<file path="src/lzwcd_pkg.sv">
// ----------------------------------------------------------------------------
// lzwcd_pkg
// Shared types and constants of the window-copy decoder: item structs,
// history sizing, controller states and the command/status bundles.
// ----------------------------------------------------------------------------
package lzwcd_pkg;

	localparam int HISTORY_DEPTH = 32;
	localparam int HIST_AW       = $clog2(HISTORY_DEPTH);
	localparam int FILL_W        = HIST_AW + 1;

	localparam logic [7:0] ESCAPE_CODE = 8'hFF;

	typedef struct packed {
		logic [7:0] code_byte;
		logic       chunk_end;
	} in_item_t;

	typedef struct packed {
		logic [7:0] out_byte;
		logic       run_last;
		logic       bad_run;
		logic       chunk_done;
	} out_item_t;

	typedef enum logic [1:0] {
		ST_IDLE,
		ST_DECODE,
		ST_COPY
	} state_t;

	// controller to datapath
	typedef struct packed {
		logic load_in;
		logic drop_item;
		logic set_escape;
		logic emit_literal;
		logic emit_error;
		logic start_copy;
		logic emit_copy;
	} cmd_t;

	// datapath to controller
	typedef struct packed {
		logic discarding;
		logic escape_pending;
		logic code_is_escape;
		logic chunk_end;
		logic copy_bad;
		logic slot_free;
		logic copy_final;
	} sts_t;

endpackage

</file>
<file path="src/lz_window_copy_decoder.sv">
// ----------------------------------------------------------------------------
// lz_window_copy_decoder
// Path: a taken item is registered in the input register; a literal or error result
//   is then registered in the output register, a copy byte via the RAM read register.
// Throughput: no new item is taken until the last is done (copies of up to 8 bytes);
//   one history RAM read port gives one copied byte per cycle while the output is free.
// Reset: clears chunk state and the sequencer; no clearing pass is run, and
//   history contents stay undefined until written within a chunk.
// ----------------------------------------------------------------------------
module lz_window_copy_decoder (
	input  logic                 clk,
	input  logic                 arst_n,
	input  logic                 code_valid,
	output logic                 code_ready,
	input  lzwcd_pkg::in_item_t  code,
	output logic                 result_valid,
	input  logic                 result_ready,
	output lzwcd_pkg::out_item_t result
);

	lzwcd_pkg::cmd_t cmd;
	lzwcd_pkg::sts_t sts;

	// sequencer
	lzwcd_ctrl u_ctrl (
		.clk       (clk),
		.arst_n    (arst_n),
		.code_valid(code_valid),
		.code_ready(code_ready),
		.sts       (sts),
		.cmd       (cmd)
	);

	// history, pointers and result register
	lzwcd_datapath u_datapath (
		.clk         (clk),
		.arst_n      (arst_n),
		.code        (code),
		.cmd         (cmd),
		.sts         (sts),
		.result_valid(result_valid),
		.result_ready(result_ready),
		.result      (result)
	);

endmodule

</file>
<file path="src/lzwcd_ram.sv">
// ----------------------------------------------------------------------------
// lzwcd_ram
// Generic single-write, single-read RAM with a registered read port.
// ----------------------------------------------------------------------------
module lzwcd_ram #(
	parameter int WIDTH = 8,
	parameter int DEPTH = 32,
	localparam int AW = $clog2(DEPTH)
) (
	input  logic             clk,
	input  logic             we,
	input  logic [AW-1:0]    waddr,
	input  logic [WIDTH-1:0] wdata,
	input  logic             re,
	input  logic [AW-1:0]    raddr,
	output logic [WIDTH-1:0] rdata
);

	logic [WIDTH-1:0] mem_q [DEPTH];
	logic [WIDTH-1:0] rdata_q;

	// write port
	always_ff @(posedge clk) begin
		if (we) begin
			mem_q[waddr] <= wdata;
		end
	end

	// registered read; hold the last word when not reading
	always_ff @(posedge clk) begin
		if (re) begin
			rdata_q <= mem_q[raddr];
		end
	end

	assign rdata = rdata_q;

endmodule

</file>
<file path="src/lzwcd_datapath.sv">
// ----------------------------------------------------------------------------
// lzwcd_datapath
// Input register, history RAM, window pointers, chunk state and the output
// register. Acts on the commands of the controller and reports status.
// ----------------------------------------------------------------------------
module lzwcd_datapath (
	input  logic                 clk,
	input  logic                 arst_n,
	input  lzwcd_pkg::in_item_t  code,
	input  lzwcd_pkg::cmd_t      cmd,
	output lzwcd_pkg::sts_t      sts,
	output logic                 result_valid,
	input  logic                 result_ready,
	output lzwcd_pkg::out_item_t result
);

	lzwcd_pkg::in_item_t  in_q;
	lzwcd_pkg::out_item_t out_q;
	lzwcd_pkg::out_item_t out_d;
	logic                 out_valid_q;
	logic                 out_load;

	logic [lzwcd_pkg::HIST_AW-1:0] wr_pos_q;
	logic [lzwcd_pkg::FILL_W-1:0]  fill_q;
	logic                          escape_q;
	logic                          discard_q;
	logic [2:0]                    remain_q;
	logic [lzwcd_pkg::HIST_AW-1:0] rd_ptr_q;

	logic [lzwcd_pkg::FILL_W-1:0]  copy_dist;
	logic [lzwcd_pkg::FILL_W-1:0]  len;
	logic [lzwcd_pkg::HIST_AW-1:0] copy_start;
	logic [lzwcd_pkg::HIST_AW-1:0] rd_addr;
	logic                          rd_en;
	logic                          wr_en;
	logic [7:0]                    wr_data;
	logic [7:0]                    rd_data;
	logic                          advance;
	logic                          end_chunk;

	// decode distance and length of a copy code
	assign copy_dist = lzwcd_pkg::FILL_W'(lzwcd_pkg::HISTORY_DEPTH)
		- {1'b0, in_q.code_byte[7:3]};
	assign len = lzwcd_pkg::FILL_W'({3'b000, in_q.code_byte[2:0]})
		+ lzwcd_pkg::FILL_W'(1);
	assign copy_start = wr_pos_q - copy_dist[lzwcd_pkg::HIST_AW-1:0];

	// status towards the controller
	always_comb begin
		sts.discarding     = discard_q;
		sts.escape_pending = escape_q;
		sts.code_is_escape = (in_q.code_byte == lzwcd_pkg::ESCAPE_CODE);
		sts.chunk_end      = in_q.chunk_end;
		sts.copy_bad       = (copy_dist > fill_q) || (len > copy_dist);
		sts.slot_free      = !out_valid_q || result_ready;
		sts.copy_final     = (remain_q == 3'd0);
	end

	// history RAM access: literal or copied byte written, next copy byte read
	assign wr_en   = cmd.emit_literal || cmd.emit_copy;
	assign wr_data = cmd.emit_copy ? rd_data : in_q.code_byte;
	assign rd_en   = cmd.start_copy || (cmd.emit_copy && (remain_q != 3'd0));
	assign rd_addr = cmd.start_copy ? copy_start : rd_ptr_q;
	assign advance = wr_en;

	lzwcd_ram #(
		.WIDTH(8),
		.DEPTH(lzwcd_pkg::HISTORY_DEPTH)
	) u_history (
		.clk  (clk),
		.we   (wr_en),
		.waddr(wr_pos_q),
		.wdata(wr_data),
		.re   (rd_en),
		.raddr(rd_addr),
		.rdata(rd_data)
	);

	// chunk ends after its last item is dealt with
	assign end_chunk = in_q.chunk_end && (cmd.drop_item || cmd.emit_literal
		|| cmd.emit_error || (cmd.emit_copy && (remain_q == 3'd0)));

	// build the next result
	assign out_load = cmd.emit_literal || cmd.emit_error || cmd.emit_copy;
	always_comb begin
		out_d = '0;
		if (cmd.emit_literal) begin
			out_d.out_byte   = in_q.code_byte;
			out_d.run_last   = 1'b1;
			out_d.chunk_done = in_q.chunk_end;
		end else if (cmd.emit_error) begin
			out_d.run_last   = 1'b1;
			out_d.bad_run    = 1'b1;
			out_d.chunk_done = in_q.chunk_end;
		end else begin
			out_d.out_byte   = rd_data;
			out_d.run_last   = (remain_q == 3'd0);
			out_d.chunk_done = (remain_q == 3'd0) && in_q.chunk_end;
		end
	end

	// hold payload registers
	always_ff @(posedge clk) begin
		if (cmd.load_in) begin
			in_q <= code;
		end
		if (out_load) begin
			out_q <= out_d;
		end
		if (cmd.start_copy) begin
			rd_ptr_q <= copy_start + lzwcd_pkg::HIST_AW'(1);
		end else if (rd_en) begin
			rd_ptr_q <= rd_ptr_q + lzwcd_pkg::HIST_AW'(1);
		end
	end

	// advance chunk state and the output valid flag
	always_ff @(posedge clk or negedge arst_n) begin
		if (!arst_n) begin
			out_valid_q <= 1'b0;
			wr_pos_q    <= '0;
			fill_q      <= '0;
			escape_q    <= 1'b0;
			discard_q   <= 1'b0;
			remain_q    <= '0;
		end else begin
			if (out_load) begin
				out_valid_q <= 1'b1;
			end else if (result_ready) begin
				out_valid_q <= 1'b0;
			end

			if (cmd.start_copy) begin
				remain_q <= in_q.code_byte[2:0];
			end else if (cmd.emit_copy && (remain_q != 3'd0)) begin
				remain_q <= remain_q - 3'd1;
			end

			if (end_chunk) begin
				wr_pos_q  <= '0;
				fill_q    <= '0;
				escape_q  <= 1'b0;
				discard_q <= 1'b0;
			end else begin
				if (advance) begin
					wr_pos_q <= wr_pos_q + lzwcd_pkg::HIST_AW'(1);
					if (fill_q != lzwcd_pkg::FILL_W'(lzwcd_pkg::HISTORY_DEPTH)) begin
						fill_q <= fill_q + lzwcd_pkg::FILL_W'(1);
					end
				end
				if (cmd.set_escape) begin
					escape_q <= 1'b1;
				end else if (cmd.emit_literal) begin
					escape_q <= 1'b0;
				end
				if (cmd.emit_error) begin
					discard_q <= 1'b1;
				end
			end
		end
	end

	assign result_valid = out_valid_q;
	assign result       = out_q;

endmodule

</file>
<file path="src/lzwcd_ctrl.sv">
// ----------------------------------------------------------------------------
// lzwcd_ctrl
// Sequencer of the decoder: takes an item, picks its action from the status
// of the datapath and steps through the bytes of a copy.
// ----------------------------------------------------------------------------
module lzwcd_ctrl (
	input  logic              clk,
	input  logic              arst_n,
	input  logic              code_valid,
	output logic              code_ready,
	input  lzwcd_pkg::sts_t   sts,
	output lzwcd_pkg::cmd_t   cmd
);

	lzwcd_pkg::state_t state_q;
	lzwcd_pkg::state_t state_d;

	// state register
	always_ff @(posedge clk or negedge arst_n) begin
		if (!arst_n) begin
			state_q <= lzwcd_pkg::ST_IDLE;
		end else begin
			state_q <= state_d;
		end
	end

	// next state
	always_comb begin
		state_d = state_q;
		case (state_q)
			lzwcd_pkg::ST_IDLE: begin
				if (code_valid) begin
					state_d = lzwcd_pkg::ST_DECODE;
				end
			end
			lzwcd_pkg::ST_DECODE: begin
				if (sts.discarding) begin
					state_d = lzwcd_pkg::ST_IDLE;
				end else if (sts.escape_pending) begin
					if (sts.slot_free) begin
						state_d = lzwcd_pkg::ST_IDLE;
					end
				end else if (sts.code_is_escape && !sts.chunk_end) begin
					state_d = lzwcd_pkg::ST_IDLE;
				end else if (sts.code_is_escape || sts.copy_bad) begin
					if (sts.slot_free) begin
						state_d = lzwcd_pkg::ST_IDLE;
					end
				end else begin
					state_d = lzwcd_pkg::ST_COPY;
				end
			end
			lzwcd_pkg::ST_COPY: begin
				if (sts.slot_free && sts.copy_final) begin
					state_d = lzwcd_pkg::ST_IDLE;
				end
			end
			default: begin
				state_d = lzwcd_pkg::ST_IDLE;
			end
		endcase
	end

	// commands
	always_comb begin
		cmd        = '0;
		code_ready = 1'b0;
		case (state_q)
			lzwcd_pkg::ST_IDLE: begin
				code_ready  = 1'b1;
				cmd.load_in = code_valid;
			end
			lzwcd_pkg::ST_DECODE: begin
				if (sts.discarding) begin
					cmd.drop_item = 1'b1;
				end else if (sts.escape_pending) begin
					cmd.emit_literal = sts.slot_free;
				end else if (sts.code_is_escape && !sts.chunk_end) begin
					cmd.set_escape = 1'b1;
				end else if (sts.code_is_escape || sts.copy_bad) begin
					cmd.emit_error = sts.slot_free;
				end else begin
					cmd.start_copy = 1'b1;
				end
			end
			lzwcd_pkg::ST_COPY: begin
				cmd.emit_copy = sts.slot_free;
			end
			default: begin
				cmd = '0;
			end
		endcase
	end

endmodule
</file>
<file path="config.mk">
export PLATFORM = sky130hd
export DESIGN_NAME = lz_window_copy_decoder
export DESIGN_NICKNAME = d
export VERILOG_FILES = /design/src/lzwcd_pkg.sv /design/src/lz_window_copy_decoder.sv /design/src/lzwcd_ram.sv /design/src/lzwcd_datapath.sv /design/src/lzwcd_ctrl.sv
export SDC_FILE = /design/constraint.sdc
export NUM_CORES = 1
export LEC_CHECK = 0
export BUFFER_PORTS_ARGS = -buffer_cell sky130_fd_sc_hd__buf_2
export CAP_MARGIN = 30
export CORE_MARGIN = 1
export CORE_UTILIZATION = 40
export CTS_CLUSTER_SIZE = 25
export DETAILED_ROUTE_END_ITERATION = 10
export GPL_TIMING_DRIVEN = 1
export PLACE_DENSITY_LB_ADDON = 0.2
export REMOVE_ABC_BUFFERS = 1
export SYNTH_ARGS = -nofsm -noshare
export SYNTH_HDL_FRONTEND = slang
export SYNTH_SLANG_ARGS = --single-unit
</file>
<file path="constraint.sdc">
create_clock -name clk -period 11.6 [get_ports clk]
set_input_delay 2.9 -clock clk [delete_from_list [all_inputs] [get_ports clk]]
set_output_delay 2.9 -clock clk [all_outputs]
set_load 0.01 [all_outputs]
</file>
* Yosys cells after proc, flatten, opt, wreduce, memory -nomap -nowiden
Memories as Yosys holds them, arrays and structs flattened. A register that Yosys moved wholly into a read port is not among the register bits. Cells that the tools add are included.
Storage, ports and cells: bits of input ports 13, word-level logic and storage cells 109, memories 1, bits in registers 44, output and inout bits 13, bits in writable memories 256
Memory list:
- u_datapath.u_history.mem_q | depth 32, width 8, read ports 1, clocked after memory_dff 1, wr ports 1, RTL line lzwcd_ram.sv:19 | logic [WIDTH-1:0] mem_q [DEPTH];
Cells by class: multiplexer cells 47, order comparisons 2, reductions and logical operators 31, eq/ne operators 6, add/subtract/negate cells 8
Operators with widths (count):
- $mux W5 | 6
- $mux W1 | 22
- $mux W2 | 9
- $mux W6 | 3
- $mux W8 | 2
- $add A5 B1 Y5 const B | 3
- $gt A6 B6 Y1 | 2
- $reduce_bool A2 Y1 | 6
- $logic_or A1 B1 Y1 | 10
- $mux W9 | 1
- $eq A8 B8 Y1 const B | 1
- $add A6 B1 Y6 const B | 1
- $logic_and A1 B1 Y1 | 6
- $mux W3 | 2
- $ne A6 B6 Y1 const B | 1
- $pmux W2 S3 | 1
- $reduce_bool A3 Y1 | 2
- $sub A6 B5 Y6 const A | 1
- $sub A5 B5 Y5 | 1
- $add A3 B1 Y4 const B | 1
- $mux W4 | 1
- $reduce_and A2 Y1 | 2
- $logic_not A3 Y1 | 1
- $sub A3 B1 Y3 const B | 1
- 7 further kinds | 8

* Logic depth before layout (Yosys ltp)
Gate-level depths: netlist of run 1.
depth after elaboration 15, depth in mapped cells 19, depth with buffers taken out 17

* Modules after synthesis
From an unflattened synthesis of run 1, not the netlist that was laid out.
Unflattened totals: cell total of the unflattened synthesis 672, area total of the unflattened synthesis 12858.6 µm²
Modules (own cells, without submodules):
- lzwcd_ram | instances 1, area each 10133.5 µm², sequential area each 7927.6 µm², cells an instance 417
- lzwcd_datapath | instances 1, area each 2548.7 µm², sequential area each 1176.1 µm², cells an instance 234
- lzwcd_ctrl | instances 1, area each 176.4 µm², sequential area each 50.0 µm², cells an instance 21

* Worst setup path after synthesis of run 1
Ideal clock, no wire load.
path kind input port to flip-flop, start point in result_ready, end point mem u_datapath.u_history.mem_q[0][3], data pin, data required time 11.146 ns, data arrival time 4.843 ns, stages on the path 5, path buffers 2, path slack 6.303 ns, setup time 0.454 ns, cells stage by stage nor2b_1 > clkbuf_1 > nor2_1 > clkbuf_1 > o21ai_0
On the way: word-level cells in the longest chain between the ends 3
RTL lines:
- start, declared | RTL line lz_window_copy_decoder.sv:17 | input logic result_ready,
- $logic_or A1 B1 Y1 | RTL line lzwcd_datapath.sv:55 | sts.slot_free = !out_valid_q || result_ready;
- $mux W1 | RTL line lzwcd_ctrl.sv:68 | case (state_q)
- $mux W8 | RTL line lzwcd_datapath.sv:61 | assign wr_data = cmd.emit_copy ? rd_data : in_q.code_byte;
- net u_datapath.u_history.wdata[3] | RTL line lzwcd_ram.sv:13 | input logic [WIDTH-1:0] wdata,
- end, declared | RTL line lzwcd_ram.sv:19
The timed path passes the listed nets, and every way through them passes these cells.

* Final worst setup path of run 1
start point reg u_datapath.in_q[6] (netlist bit), end point reg u_datapath.u_history.rdata_q[0], in the netlist u_datapath.u_history.rdata[0], read port of u_datapath.u_history.mem_q, data pin
On the way: word-level cells in the longest chain between the ends 10, elaborated cells on any way between the ends 15, those cells by class add/sub: 2; order compare: 2; eq/ne: 1; mux: 6; reduce/logical: 4
RTL lines:
- start, declared | RTL line lzwcd_datapath.sv:17 | lzwcd_pkg::in_item_t in_q;
- start signal, assigned | RTL line lzwcd_datapath.sv:105 | in_q <= code;
- $sub A6 B5 Y6 | RTL line lzwcd_datapath.sv:43 | - {1'b0, in_q.code_byte[7:3]};
- $gt A6 B6 Y1 | RTL line lzwcd_datapath.sv:54 | sts.copy_bad = (copy_dist > fill_q) || (len > copy_dist);
- $logic_or A1 B1 Y1 | RTL line lzwcd_datapath.sv:54
- $logic_or A1 B1 Y1 | RTL line lzwcd_ctrl.sv:80 | end else if (sts.code_is_escape || sts.copy_bad) begin
- $mux W1 | RTL line lzwcd_ctrl.sv:80
- $mux W2 | RTL line lzwcd_ctrl.sv:78 | end else if (sts.code_is_escape && !sts.chunk_end) begin
- $mux W2 | RTL line lzwcd_ctrl.sv:76 | end else if (sts.escape_pending) begin
- $mux W4 | RTL line lzwcd_ctrl.sv:74 | if (sts.discarding) begin
- $mux W5 | RTL line lzwcd_ctrl.sv:68
- $mux W5 / $logic_or A1 B1 Y1 (equally long branches) | RTL line lzwcd_datapath.sv:63, lzwcd_datapath.sv:62
- end, declared | RTL line lzwcd_ram.sv:20 | logic [WIDTH-1:0] rdata_q;
Several ways; a longest one is shown, not always the timed one. A chain may end at the register's enable or synchronous reset.

==> results of run 1 <==
==> routing by layer <==
layer	vias to the layer above	part of all wire (%)	GRT usage, %	routed length (um)
met5	-	0	0	0
met4	0	2.1	5.23	655
met3	38	3.8	2.69	1170
met2	143	47	29.5	14400
met1	3660	47	26.5	14400
li1	3290	-	-	-
==> path summary, 6_finish.rpt <==
kind,startpoint,endpoint,slack (ns),depth (start not counted)
max,u_datapath.in_q[6]$_DFFE_PP_,u_datapath.u_history.rdata[0]$_DFFE_PP_,5.76,13
min,u_datapath.discard_q$_DFFE_PN0P_,u_datapath.discard_q$_DFFE_PN0P_,0.53,2
max reg2reg,u_datapath.in_q[6]$_DFFE_PP_,u_datapath.u_history.rdata[0]$_DFFE_PP_,5.76,13
min reg2reg,u_datapath.discard_q$_DFFE_PN0P_,u_datapath.discard_q$_DFFE_PN0P_,0.53,2
max in group asynchronous,arst_n,u_datapath.wr_pos_q[4]$_DFFE_PN0P_,8.91,1
min in group asynchronous,arst_n,u_datapath.fill_q[5]$_DFFE_PN0P_,2.36,1
==> per-stage QoR <==
step           setup WS [ns]  util, %
2_1_floorplan           6.38        -
3_3_place_gp            5.89     42.4
3_5_place_dp            5.74     42.4
4_1_cts                 5.71     45.6
5_1_grt                 5.37     45.6
6_report                5.76     45.6
==> registers in the layout, summed over array words and instances (netlist names) <==
name                        cells
u_datapath.discard_q            1
u_ctrl.state_q                  2
u_datapath.u_history.mem_q    256
u_datapath.remain_q             3
u_datapath.fill_q               6
u_datapath.result_valid         1
u_datapath.rd_ptr_q             5
u_datapath.in_q                 8
u_datapath.u_history.rdata      8
u_datapath.escape_q             1
u_datapath.wr_pos_q             5
u_datapath.result              11
u_datapath.sts                  1
==> tightest hold or removal path, cell delays in order (launching register included) <==
cell     delay (ns)
dfrtp_1        0.39
inv_1          0.06
a21oi_1        0.05
==> cells in the final DEF, fill, tap and decap left out, types with 7 or more instances in the layout <==
cell and n:
o22ai_1 9, buf_2 25, a22o_1 16, o211ai_1 17, clkbuf_1 8, mux2_2 39, inv_1 38, ha_1 22
clkbuf_16 36, nand2b_1 7, nor2_1 57, a21oi_1 18, edfxtp_1 289, o221ai_1 17, dfrtp_1 19, or4_1 8
nand2_1 47, mux2i_1 58, buf_4 7, nand3_1 16, mux4_2 24, xnor2_1 18, or3_1 7
==> power breakdown <==
group | internal [uW] | switching [uW]
registers | 1410 | 57.0
logic | 420 | 718
clock network | 568 | 423
==> cell families after synthesis <==
kind of cell,synth area share (%)
DFF,69.1
AOI/OAI and AO/OA,5.80
xor gates and xnor gates,1.59
muxes,12.0
buffers and inverters,2.45
and+or+nand+nor,6.78
adders and majority gates,2.31
==> final cells by class <==
type / instances / share of cell area [%]
clock buffer: 44 / 6.28
timing repair buffer: 32 / 1.20
multi-input combinational: 453 / 25.4
inverter: 39 / 1.02
clock inverter: 15 / 0.582
tap: 442 / 3.73
sequential: 308 / 61.7
==> reports/metrics.cfg, run 1 <==
[floorplan]
die_area_sq_um=33800
ioPinCount=26
coreArea_sq_um=32500
start_util_pct=40.7
row_count=66
die_y_um=184
dieWidth_um=184

[timing]
finalClockSkew_ns=0.0143
worst_pin_slew_ns=1.01
maxSlewHeadroom_pct=32.2
fmax_ghz=0.171
setup_tns_ns=0
post-route-min-period_ns=5.84
hold_viol=0
rsz0062_at_grt=false
slew_violations=0
hold_ws_ns=0.534
setup_viol=0
post-route-period-util_pct=50.4

[setup_path]
crit_chain=nor3_1, xor2_1, inv_1, ha_1, a21oi_1, a211oi_1, o32ai_2, a41oi_2, nor2_4, buf_4, mux4_2, a22o_1, or4_1
crit_type=reg2reg
cp-start-kind=flip-flop
crit_buf_inv=2
end_kind=flip-flop
path_delay_family=simple AND/OR/NAND/NOR gates
cpMaxStageDelayCell=nor2_4
cpPeakStageDelay_ns=0.82
critPathRequiredTime_ns=11.84
path_max_fanout=53
arrival_ns=6.08

[clocking]
post_cts_buffers=0
ctsResizeCount=0
clock_sinks=308
cts_max_level=2
cts_tree=yes
clk_path_buf_depth=3
root_buffer=clkbuf_16
cts_hold_buf=0
clock_latency_ns=0.51
clkTransAtPathRegs_ns=0.06
numCtsBuffers=35

[synthesis]
syn_area_sq_um=13200
synth.cells.most_frequent=edfxtp_1, mux2i_1, nor2_1
async_flop_share_pct=6.17
synth_most_common_cell=edfxtp_1
yosys_warnings=0
synthCells=835
seq_area_frac_synth_pct=69.1
syn_avg_cell_area_sq_um=15.9
synth_edf_count=289
ys_types=60
synth_area_leaders=edfxtp_1, mux2i_1, mux4_2
synth_top_area_cell=edfxtp_1
synth.ff_latch_count=308
yosysTopAreaCellShare_pct=65.5
ys.flop_type=edfxtp_1

[placement]
dp_cells=1274
place.gp.congestion=0.806
placed_cell_area_sq_um=13800
hpwlAfterDp_mm=19.3
portBuffers=25

[route]
drt_pass1_iterations=5
antenna_left=0
finalWirelength_mm=30.6
drtIter0Drc=477
wl_per_cell_um=22.9
vias=7131
vias_per_cell=5.35
drc=0

[finish]
syn_to_final_growth_pct=12.0
ff_latch_area_sq_um=9150
fill_cells=2904
multi_input_area_sq_um=3770
layout.nets=905
drive_gt1_share_pct=17.6
instances_no_fill=1333
fin_area_sq_um=14800
antenna_cells=0

[grt]
grt_max_degree=54
grt_pass1_vias=7228
grt_overflow_total=0
antenna_found_initial=0
grt_use_total_pct=18.5
grt_first_pass_wirelength_mm=46.2

[worst_hold_path]
hp-class=reg2reg

[pwr]
peakVddDrop_mv=0.110
p_total_uw=3600
p_per_area_nw_per_um2=243
p_leak_uw=0.00514

[flow_run]
drv_cap=0

[run_status]
status=complete, no violations

No activity file was read; power rests on OpenSTA's default activity.
==> run 2, diff against run 1 <==
==> constraint.sdc (replaced) <==
create_clock -name clk -period 5.7 [get_ports clk]
set_input_delay 1.425 -clock clk [delete_from_list [all_inputs] [get_ports clk]]
set_output_delay 1.425 -clock clk [all_outputs]
set_load 0.01 [all_outputs]
==> run 2 against run 1 <==
Clock power grew 120%. Total power grew 110%. Setup slack lost 5.0 ns. First-iteration DRC count grew 32%. Global-route usage grew 0.53 points. Flip-flop and latch count is the same. Clock-buffer cell count grew 2. Register-to-register slack lost 5.0 ns. Fmax grew 18%. Critical path type unchanged. Core utilization grew 0.62 points. Via count grew 1.6%. Combinational power grew 110%.
==> reports/metrics.cfg, run 2 (synthesis gave the netlist of run 1 again) <==
[setup_path]
cp-start-kind=flip-flop
crit_type=reg2reg
ff2ff_path_depth=17  ; +4
end_kind=flip-flop
arrival_ns=5.18  ; -0.90 ns
r2r_setup_slack_ns=0.76  ; -5.00 ns
path_max_fanout=31  ; -42%
critPathRequiredTime_ns=5.94  ; -5.90 ns
reg2reg_to=u_datapath.u_history.rdata[4]$_DFFE_PP_
cpPeakStageDelay_ns=0.50  ; -0.32 ns
cpMaxStageDelayCell=or4_1
rr_startpoint=u_datapath.in_q[4]$_DFFE_PP_
crit_chain=inv_1, ha_1, xnor2_1, inv_1, ha_1, a21oi_1, a21oi_1, maj3_1, a21o_1, o21ai_2, nand2_8, inv_6, buf_4, mux2i_1, mux2i_1, a22o_1, or4_1

[placement]
place.gp.congestion=0.946  ; +17%
hpwlAfterDp_mm=19.7  ; +2.0%
portBuffers=25  ; unchanged
placed_cell_area_sq_um=13900  ; +0.70%
dp_cells=1283  ; +0.71%

[clocking]
clkTransAtPathRegs_ns=0.06  ; about the same
cts_max_level=2  ; unchanged
ctsResizeCount=0  ; unchanged
clk_path_buf_depth=3  ; unchanged
clock_sinks=308  ; unchanged
clock_latency_ns=0.52  ; about the same
post_cts_buffers=0  ; unchanged
cts_hold_buf=0  ; unchanged
cts_tree=yes
root_buffer=clkbuf_16
numCtsBuffers=35  ; unchanged

[finish]
drive_gt1_share_pct=19.0  ; +1.4 points
top_register=u_datapath.u_history.mem_q
instances_no_fill=1342  ; +0.68%
antenna_cells=0  ; unchanged
final_cell_mix=edfxtp_1, mux2i_1, nor2_1, nand2_1, mux2_2
largest_reg_flops=256  ; unchanged
layout_commonest_cell=edfxtp_1
layout.nets=914  ; +0.99%
syn_to_final_growth_pct=13.5
fill_cells=2889  ; -0.52%
fin_area_sq_um=15000  ; +1.4%

[timing]
fmax_ghz=0.202  ; +18%
setup_viol=0  ; unchanged
worst_pin_slew_ns=0.983  ; -0.0308 ns
slew_violations=0  ; unchanged
hold_viol=0  ; unchanged
rsz0062_at_grt=false
setup_tns_ns=0  ; unchanged
maxSlewHeadroom_pct=34.2  ; +2.1 points
post-route-min-period_ns=4.94  ; -0.901 ns
finalClockSkew_ns=0.0194  ; +0.00512 ns
post-route-period-util_pct=86.7  ; +36 points

[pwr]
p_leak_uw=0.00525  ; +2.1%
sw_frac_of_total_pct=32.4  ; -0.92 points
combPwrFrac_pct=31.1  ; -0.5 points
p_per_area_nw_per_um2=500  ; +110%
internal_power_uw=5080  ; +110%
pwr-share-seq_pct=39.6  ; -1.2 points
peakVddDrop_mv=0.229  ; +110%
clock_power_share_pct=29.3  ; +1.7 points
p_switching_uw=2430  ; +100%

[route]
drt_pass1_iterations=4  ; -1
wl_per_cell_um=23.1  ; +0.93%
drc=0  ; unchanged
finalWirelength_mm=31.0  ; +1.6%
antenna_left=0  ; unchanged
drtIter0Drc=630  ; +32%
vias=7247  ; +1.6%
vias_per_cell=5.40  ; +0.95%

[floorplan]
dieWidth_um=184  ; unchanged
row_count=66  ; unchanged
start_util_pct=40.7  ; unchanged
die_area_sq_um=33800  ; unchanged
die_y_um=184  ; unchanged
ioPinCount=26  ; unchanged
coreArea_sq_um=32500  ; unchanged

[grt]
grt_pass1_vias=7370  ; +2.0%
antenna_found_initial=0  ; unchanged
grt_max_degree=47  ; -13%
grt_overflow_total=0  ; unchanged
grt_first_pass_wirelength_mm=47.4  ; +2.6%
grt_use_total_pct=19.1  ; +0.53 points

[worst_hold_path]
hold_end=u_datapath.discard_q$_DFFE_PN0P_
min_path_cells=2  ; unchanged
hp-class=reg2reg
hold_start=u_datapath.discard_q$_DFFE_PN0P_

[flow_run]
drv_cap=0  ; unchanged

[run_status]
status=complete, no violations

## run 2: worst max-delay path, delay by kind of cell (launching register included)
kind	cells	cell delay, ns
flops	1	0.45
fa+ha+maj	3	0.98
mux	2	0.41
buf+inv	4	0.96
compound gates	5	0.97
xor+xnor	1	0.25
simple gates	2	0.61
## run 2: worst max path at each step
stage	end	depth (start not counted)	slack, ns	start
floorplan	u_datapath.u_history.rdata[0]$_DFFE_PP_	13	0.71	u_datapath.in_q[6]$_DFFE_PP_
global placement	u_datapath.u_history.rdata[4]$_DFFE_PP_	17	0.80	u_datapath.in_q[4]$_DFFE_PP_
detailed placement	u_datapath.u_history.rdata[4]$_DFFE_PP_	17	0.79	u_datapath.in_q[4]$_DFFE_PP_
CTS	u_datapath.u_history.rdata[4]$_DFFE_PP_	17	0.74	u_datapath.in_q[4]$_DFFE_PP_
global route	u_datapath.u_history.rdata[3]$_DFFE_PP_	17	0.44	u_datapath.in_q[4]$_DFFE_PP_
finish	u_datapath.u_history.rdata[4]$_DFFE_PP_	17	0.76	u_datapath.in_q[4]$_DFFE_PP_
## run 2: layout make-up
type / count / area, sq um / area share [%]
Sequential cell: 308 / 9150 / 60.9
Multi-Input combinational cell: 453 / 3770 / 25.1
Clock buffer: 46 / 968 / 6.44
Tap cell: 442 / 553 / 3.68
Timing Repair Buffer: 41 / 270 / 1.80
Clock inverter: 13 / 155 / 1.03
Inverter: 39 / 151 / 1.01
## run 2: stage by stage
step                hold WS [ns]  total power [uW]  setup WS (ns)  util (%)
detailed placement         0.531              5380          0.787      42.7
finish                     0.538              7520          0.759      46.2
floorplan                  0.501              4560          0.711         -
CTS                        0.540              7590          0.735      46.2
global route               0.589              7860          0.441      46.2
global placement           0.526              5380          0.795      42.7
## run 2: power by group through the flow
stage               clock network [uW]  registers [uW]  logic, uW
finish                            2200            2980       2340
global route                      2330            2990       2540
CTS                               2240            2980       2370
detailed placement                   0            3020       2360
global placement                     0            3020       2360
floorplan                            0            3000       1560
## run 2: metal layers
layer	share of wire, %	up-vias	GRT usage [%]	routed length (um)
met5	0	-	0	0
li1	-	3309	-	-
met2	48	179	31.3	14900
met4	2.4	0	5.80	738
met1	45	3705	26.2	14000
met3	4.8	54	2.77	1500
==> run 3, diff against run 2 <==
==> constraint.sdc (replaced) <==
create_clock -name clk -period 5.4 [get_ports clk]
set_input_delay 1.35 -clock clk [delete_from_list [all_inputs] [get_ports clk]]
set_output_delay 1.35 -clock clk [all_outputs]
set_load 0.005 [all_outputs]
==> run 3 against run 2 <==
Hold slack better by 0.011 ns. First-iteration DRC count shrank 5.2%. Final cell count rose by 0.75%. Critical endpoint is now u_datapath.u_history.rdata[0]$_DFFE_PP_. Highest routed layer unchanged.
==> reports/metrics.cfg, run 3 (synthesis gave the netlist of run 1 again) <==
[run_status]
status=complete, no violations

[route]
antenna_left=0  ; unchanged
drc=0  ; unchanged
drtIter0Drc=597  ; -5.2%
vias=7202  ; -0.62%
vias_per_cell=5.33  ; -1.4%
drt_pass1_iterations=5  ; +1
wl_per_cell_um=23.0  ; -0.72%
finalWirelength_mm=31.1  ; about the same

[timing]
rsz0062_at_grt=false
post-route-min-period_ns=4.91  ; -0.0354 ns
worst_pin_slew_ns=1.02  ; +0.0405 ns
setup_tns_ns=0  ; unchanged
fmax_ghz=0.204  ; +0.72%
slew_violations=0  ; unchanged
post-route-period-util_pct=90.9  ; +4.2 points
maxSlewHeadroom_pct=31.5  ; -2.7 points
finalClockSkew_ns=0.0284  ; +0.00896 ns
hold_viol=0  ; unchanged
setup_viol=0  ; unchanged

[setup_path]
cpPeakStageDelay_ns=0.54  ; +0.04 ns
critPathRequiredTime_ns=5.65  ; -0.29 ns
path_delay_family=compound AO/OA/AOI/OAI gates
cp-start-kind=flip-flop
cpMaxStageDelayCell=or4_1
end_kind=flip-flop
arrival_ns=5.15  ; -0.03 ns
crit_buf_inv=4  ; unchanged
crit_chain=inv_1, ha_1, xnor2_1, inv_1, ha_1, a21oi_1, a21oi_1, maj3_1, a21o_1, o21ai_2, nand2_8, inv_6, buf_4, mux4_2, a22o_1, or4_1
path_max_fanout=34  ; +9.7%
crit_type=reg2reg

[grt]
grt_first_pass_wirelength_mm=46.6  ; -1.6%
grt_use_total_pct=18.9  ; -0.22 points
grt_pass1_vias=7218  ; -2.1%
grt_max_degree=43  ; -8.5%
antenna_found_initial=0  ; unchanged
grt_overflow_total=0  ; unchanged

[floorplan]
ioPinCount=26  ; unchanged
row_count=66  ; unchanged
dieWidth_um=184  ; unchanged
die_y_um=184  ; unchanged
die_area_sq_um=33800  ; unchanged
coreArea_sq_um=32500  ; unchanged
start_util_pct=40.7  ; unchanged

[finish]
layout.nets=923  ; +0.98%
antenna_cells=0  ; unchanged
drive_gt1_share_pct=19.7  ; +0.67 points
fill_cells=2846  ; -1.5%
layout_commonest_cell=edfxtp_1
top_register=u_datapath.u_history.mem_q
syn_to_final_growth_pct=13.7
final_core_util_pct=46.3  ; +0.10 points
fin_area_sq_um=15100  ; +0.22%
largest_reg_flops=256  ; unchanged
final_cell_mix=edfxtp_1, mux2i_1, nor2_1, nand2_1, mux2_2

[clocking]
clock_latency_ns=0.52  ; about the same
ctsResizeCount=0  ; unchanged
post_cts_buffers=0  ; unchanged
cts_tree=yes
clk_path_buf_depth=3  ; unchanged
clock_sinks=308  ; unchanged
cts_hold_buf=0  ; unchanged
cts_max_level=2  ; unchanged
clkTransAtPathRegs_ns=0.06  ; about the same
numCtsBuffers=34  ; -2.9%
root_buffer=clkbuf_16

[worst_hold_path]
hp-class=reg2reg

[flow_run]
drv_cap=0  ; unchanged

[pwr]
clock_power_share_pct=28.5  ; -0.8 points
pwr-share-seq_pct=40.1  ; +0.5 points
p_switching_uw=2540  ; +4.5%
peakVddDrop_mv=0.193  ; -16%
p_leak_uw=0.00528  ; +0.60%
p_per_area_nw_per_um2=522  ; +4.3%
internal_power_uw=5310  ; +4.5%
combPwrFrac_pct=31.4  ; +0.3 points
sw_frac_of_total_pct=32.4  ; about the same

[placement]
portBuffers=25  ; unchanged
hpwlAfterDp_mm=19.8  ; +0.65%
placed_cell_area_sq_um=14000  ; +0.54%
place.gp.congestion=0.853  ; -9.8%

[run 3: power by group through the flow]
stage / Sequential (uW) / Combinational [uW] / Clock [uW]
CTS: 3150 / 2510 / 2290
floorplan: 3150 / 1650 / 0
global route: 3160 / 2690 / 2380
detailed placement: 3200 / 2490 / 0
global placement: 3200 / 2480 / 0
finish: 3150 / 2470 / 2240
[run 3: layer usage]
metal  GRT usage, %  vias up  share of wire (%)
li1               -     3328                  -
met1           25.8     3647                 44
met2           30.6      180                 48
met3           2.95       47                4.7
met4           6.47        0                2.8
met5              0        -                  0
[run 3: layout make-up]
class | instances | area, sq um | share of cell area (%)
flip-flops and latches | 308 | 9150 | 60.8
multi-input cells | 453 | 3770 | 25.1
clock buffers | 43 | 906 | 6.01
well taps | 442 | 553 | 3.67
repair buffers | 51 | 345 | 2.29
clock inverters | 16 | 176 | 1.17
inverters | 39 | 151 | 1.01
[run 3: worst min-delay path, stage by stage, from the launching register on]
cell and delay [ns]:
dfrtp_1 0.40, inv_1 0.06, a21oi_1 0.05
[run 3: through the flow]
step,hold WS [ns],worst slack [ns],cells,total power (uW)
floorplan,0.501,0.411,800,4800
global placement,0.529,0.530,1293,5680
detailed placement,0.532,0.456,1293,5690
CTS,0.540,0.445,1352,7950
global route,0.564,0.177,1352,8230
finish,0.549,0.494,1352,7860
[run 3: worst paths after layout]
path | from | endpoint | slack, ns | depth (start not counted)
max | u_datapath.in_q[4]$_DFFE_PP_ | u_datapath.u_history.rdata[0]$_DFFE_PP_ | 0.49 | 16
min | u_datapath.discard_q$_DFFE_PN0P_ | u_datapath.discard_q$_DFFE_PN0P_ | 0.55 | 2
max reg2reg | u_datapath.in_q[4]$_DFFE_PP_ | u_datapath.u_history.rdata[0]$_DFFE_PP_ | 0.49 | 16
min reg2reg | u_datapath.discard_q$_DFFE_PN0P_ | u_datapath.discard_q$_DFFE_PN0P_ | 0.55 | 2
max in group asynchronous | arst_n | u_datapath.result_valid$_DFFE_PN0P_ | 4.23 | 1
min in group asynchronous | arst_n | u_datapath.fill_q[3]$_DFFE_PN0P_ | 0.81 | 1
